### src/hw/rtl/hrspc_pkg.sv
// Shared constants for the HDR RGB scale pixel codec.
`default_nettype none
package hrspc_pkg;
   localparam int unsigned CodeMax = 255;
   localparam int unsigned CodeSq  = 65025;
   localparam int unsigned QuotW   = 17;
   localparam logic [1:0] CSR_MODE   = 2'd0;
   localparam logic [1:0] CSR_OBRITE = 2'd1;
   localparam logic       MODE_ENC   = 1'b0;
   localparam logic       MODE_DEC   = 1'b1;
endpackage
`default_nettype wire

### src/hw/rtl/hrspc_div.sv
// Pipelined restoring divider: 32-bit dividend by 32-bit divisor, 17-bit quotient, one bit a stage.
`default_nettype none
module hrspc_div (
   input  wire logic        clock,
   input  wire logic [31:0] num,
   input  wire logic [31:0] den,
   output logic [16:0]      quot
);
   import hrspc_pkg::*;
   logic [31:0] rem_ff [QuotW];
   logic [31:0] den_ff [QuotW];
   logic [16:0] q_ff   [QuotW+1];
   always_ff @(posedge clock) begin
      rem_ff[0] <= num;
      den_ff[0] <= den;
      q_ff[0]   <= '0;
   end
   for (genvar k = 0; k < QuotW; k++) begin : g_st
      localparam int Sh = QuotW - 1 - k;
      logic [48:0] dsh;
      logic        ge;
      assign dsh = {17'd0, den_ff[k]} << Sh;
      assign ge  = {17'd0, rem_ff[k]} >= dsh;
      always_ff @(posedge clock) begin
         q_ff[k+1] <= {q_ff[k][15:0], ge};
      end
      if (k < QuotW - 1) begin : g_fwd
         always_ff @(posedge clock) begin
            rem_ff[k+1] <= ge ? rem_ff[k] - dsh[31:0] : rem_ff[k];
            den_ff[k+1] <= den_ff[k];
         end
      end
   end
   assign quot = q_ff[QuotW];
endmodule
`default_nettype wire

### config.mk
export PLATFORM = sky130hd
export DESIGN_NAME = hrspc_div
export DESIGN_NICKNAME = d
export VERILOG_FILES = /design/src/hw/rtl/hrspc_pkg.sv /design/src/hw/rtl/hrspc_div.sv
export SDC_FILE = /design/constraint.sdc
export NUM_CORES = 2
export LEC_CHECK = 0
export BUFFER_PORTS_ARGS = -buffer_cell sky130_fd_sc_hd__buf_2
export CAP_MARGIN = 10
export CORE_MARGIN = 4
export CORE_UTILIZATION = 60
export CTS_BUF_LIST = sky130_fd_sc_hd__clkbuf_8 sky130_fd_sc_hd__clkbuf_16
export DETAILED_ROUTE_END_ITERATION = 16
export GPL_ROUTABILITY_DRIVEN = 1
export MAX_ROUTING_LAYER = met4
export PLACE_DENSITY = 0.77
export SYNTH_ARGS = -nofsm -noshare
export SYNTH_HDL_FRONTEND = slang
export SYNTH_SLANG_ARGS = --single-unit
### constraint.sdc
create_clock -name clock -period 4.6 [get_ports clock]
set_clock_uncertainty 0.15 [all_clocks]
set_input_delay 0.23 -clock clock [delete_from_list [all_inputs] [get_ports clock]]
set_output_delay 0.23 -clock clock [all_outputs]
set_load 0.05 [all_outputs]
==> flow_summary.toml <==
[detailed_routing]
wl_per_cell_um = 17.59
ant_nets = 0
drc_errors = 0
drt_iter0_markers = 1569
drt-total-wl_mm = 111.2
first_pass_iters = 8
vias = 35040
avgViaCountPerCell = 5.546

[place]
io_buffers = 81
gp_congestion = 0.9612
post-dp-hpwl_mm = 83.94
dpl-instance-area_um2 = 51810

[die]
core_area_um2 = 82500
fp-row-count = 105
io-pin-count = 82
die_area_um2 = 88280
die_w_um = 297.1
dieHeight_um = 297.1
start_util = 0.6079

[setup_path]
cp-end-kind = "flip-flop"
cp_common_cell = "o21ai_1"
worstSetupPathType = "flip-flop to flip-flop"
cp_data_required_time_ns = 5.02
path_cells = "inv_1 -> ha_1 -> nor2b_1 -> o21ai_1 -> a21boi_0 -> o21ai_1 -> a211oi_1 -> a31oi_1 -> a41oi_1 -> o21ai_1 -> clkinv_1 -> mux2_2"
crit_path_start = "den_ff[0][2]"
crit_buf_inv = 2
start_kind = "flip-flop"
cp_max_fo = 15
cp_top_family = "compound AO/OA/AOI/OAI gates"
crit_slowest_cell = "clkinv_1"
arrival_ns = 4.51
reg2reg_from = "den_ff[0][2]"
slowest_delay_ns = 0.63

[power]
clock_power_share = 0.387
p_leak_nw = 26.21
irDropWorstVdd_uv = 400.8
finalPower_mw = 25.68
cellPowerDensity_nw_per_um2 = 450.9
p_sw_mw = 6.659
switching_share = 0.2594
pwr-share-seq = 0.459
combPwrFrac = 0.154
internal_power_mw = 19.02

[synth]
ys_warn_count = 0
synthTopCellsByArea = "dfxtp_1 50%, ha_1 10%, mux2_2 4.5%"
synth_area_leader_cell = "dfxtp_1"
synth_edf_count = 0
syn_inst = 4893
synth_top_area_frac = 0.4953
ys_seq_elements = 1241
syn_area_per_cell_um2 = 10.25
ys.flop_type = "dfxtp_1"
async_flop_share = 0
ys_top_cells_by_count = "1241 x dfxtp_1, 500 x inv_1, 408 x ha_1"
synth_most_common_cell = "dfxtp_1"
syn_nets = 5382
yosysSeqAreaShare = 0.4953
synth_area_um2 = 50150
synth_cell_type_count = 90

[cells_and_area]
num_antenna_cells = 0
synthToLayoutAreaGrowth_pct = 13.54
finalInstanceArea_um2 = 56950
multi_input_area_um2 = 23080
layout-drive-gt1-share = 0.1116
regArea_um2 = 24840
n_fill_cell = 6004
nets = 5638

[clocking]
numCtsBuffers = 117
cts_tree = "built"
clock_latency_ns = 0.68
clkSinkCount = 1241
path_clk_slew_ns = 0.07
cts-root-buf = "clkbuf_16"
cts_resized = 0
cts_htree_levels = 3
ctsLongestPathBuffers = 3

[global_route]
grt_max_degree = 42
gr-total-overflow = 0
grt_antenna_before_repair = 0
grt_pass1_vias = 35480
grtUsageTotal = 0.2503
grt_pass1_wl_mm = 176.2

[timing]
setup-violations-final = 0
finalHoldViolCount = 0
drv_slew = 0
rsz0062_at_grt = "false"
finalSetupTns_ns = 0
tightest_slew_ns = 0.9329
holdWs_ns = 0.02991
fin_crit_ns = 4.089
slew_headroom = 0.3723
fin_crit_sh = 0.8889
max_freq_ghz = 0.2446

[worst_hold_path]
hold_start = "num[6]"
hp-class = "primary input to flip-flop"

[status]
status = "completed"

[run]
drv_cap = 0
placed cells by master (no fill, tap or decap), types with 31 or more instances in the layout:
cell type      netlist  layout
dfxtp_1           1241    1241
inv_1              500     521
ha_1               408     408
a21oi_1            328     326
o21ai_0            281     280
nand2_1            275     275
mux2_2             201     201
xnor2_1            181     181
nor2_1             180     179
a21o_1             151     151
xor2_1             126     126
clkbuf_16            0     117
dlygate4sd3_1        0     104
buf_2               15      81
nor2b_1             75      75
nor3_1              66      66
nand3_1             64      64
nand4_1             61      61
nor4_1              57      57
o21a_1              57      57
nand2b_1            47      47
o21bai_1            41      41
a211oi_1            34      34
and3_1              33      33
a31oi_1             31      31
layout make-up:
type                            count  area share
Clock buffer                      132     0.05504
Clock inverter                     87     0.01654
Inverter                          501     0.03302
Multi-Input combinational cell   3072      0.4053
Sequential cell                  1241      0.4363
Tap cell                         1070     0.02351
Timing Repair Buffer              216     0.03028
worst paths after layout:
path | slack [ns] | endpoint | cells past startpoint
setup / recovery | 0.51 | rem_ff[1][28] | 12
hold reg to reg | 0.17 | q_ff[16][13] | 0
setup reg to reg | 0.51 | rem_ff[1][28] | 12
hold / removal | 0.03 | rem_ff[0][6] | 2
per-stage QoR:
step	util	worst slack [ns]	instances
final	0.6902	0.5111	6319
after global placement	0.6280	0.5765	5995
after floorplan	-	1.170	4893
after global routing	0.6902	0.2352	6319
after detailed placement	0.6280	0.5553	5995
after CTS	0.6900	0.5564	6318
power groups by stage:
| stage | combinational [mW] | clock, mW | sequential (mW) |
|---|---|---|---|
| finish | 3.96 | 9.93 | 11.8 |
| global route | 4.39 | 10.5 | 11.9 |
| CTS | 3.93 | 10.1 | 11.8 |
| detailed placement | 3.82 | 0 | 12.0 |
| global placement | 3.75 | 0 | 12.0 |
| floorplan | 3.03 | 0 | 11.9 |
state kept, by name, indices dropped and copies added, names as in the netlist:
register	count
rem_ff	544
den_ff	544
q_ff	153
worst register-to-register path, cell delays in order (launching register included):
cell      delay [ns]
dfxtp_1         0.33
inv_1           0.05
ha_1            0.35
nor2b_1         0.16
o21ai_1         0.19
a21boi_0        0.15
o21ai_1         0.26
a211oi_1        0.16
a31oi_1         0.39
a41oi_1         0.19
o21ai_1         0.47
clkinv_1        0.63
mux2_2          0.48
logic make-up after synthesis:
kind of cell	after synthesis	synth area share
xor gates and xnor gates	307	0.05361
DFF	1241	0.4953
adders and majority gates	424	0.1082
buffers and inverters	580	0.04530
AOI/OAI and AO/OA	1118	0.1410
and+or+nand+nor	968	0.09787
muxes	255	0.05875
metal layers:
metal  vias to the layer above  GRT usage  share of wire
met5                         -          -              0
met4                         0     0.1552          0.069
met3                       333    0.02700          0.031
met2                       762     0.4713           0.53
met1                     16400     0.2452           0.37
li1                      17550          -              -
repair_timing:
action / 4_1_cts / 5_1_grt
hold buffers: 104 / 0
buffers inserted: 0 / 0
endpoints found under the hold margin: 64 / 0
Note: power is estimated with default switching activity, not from simulation.
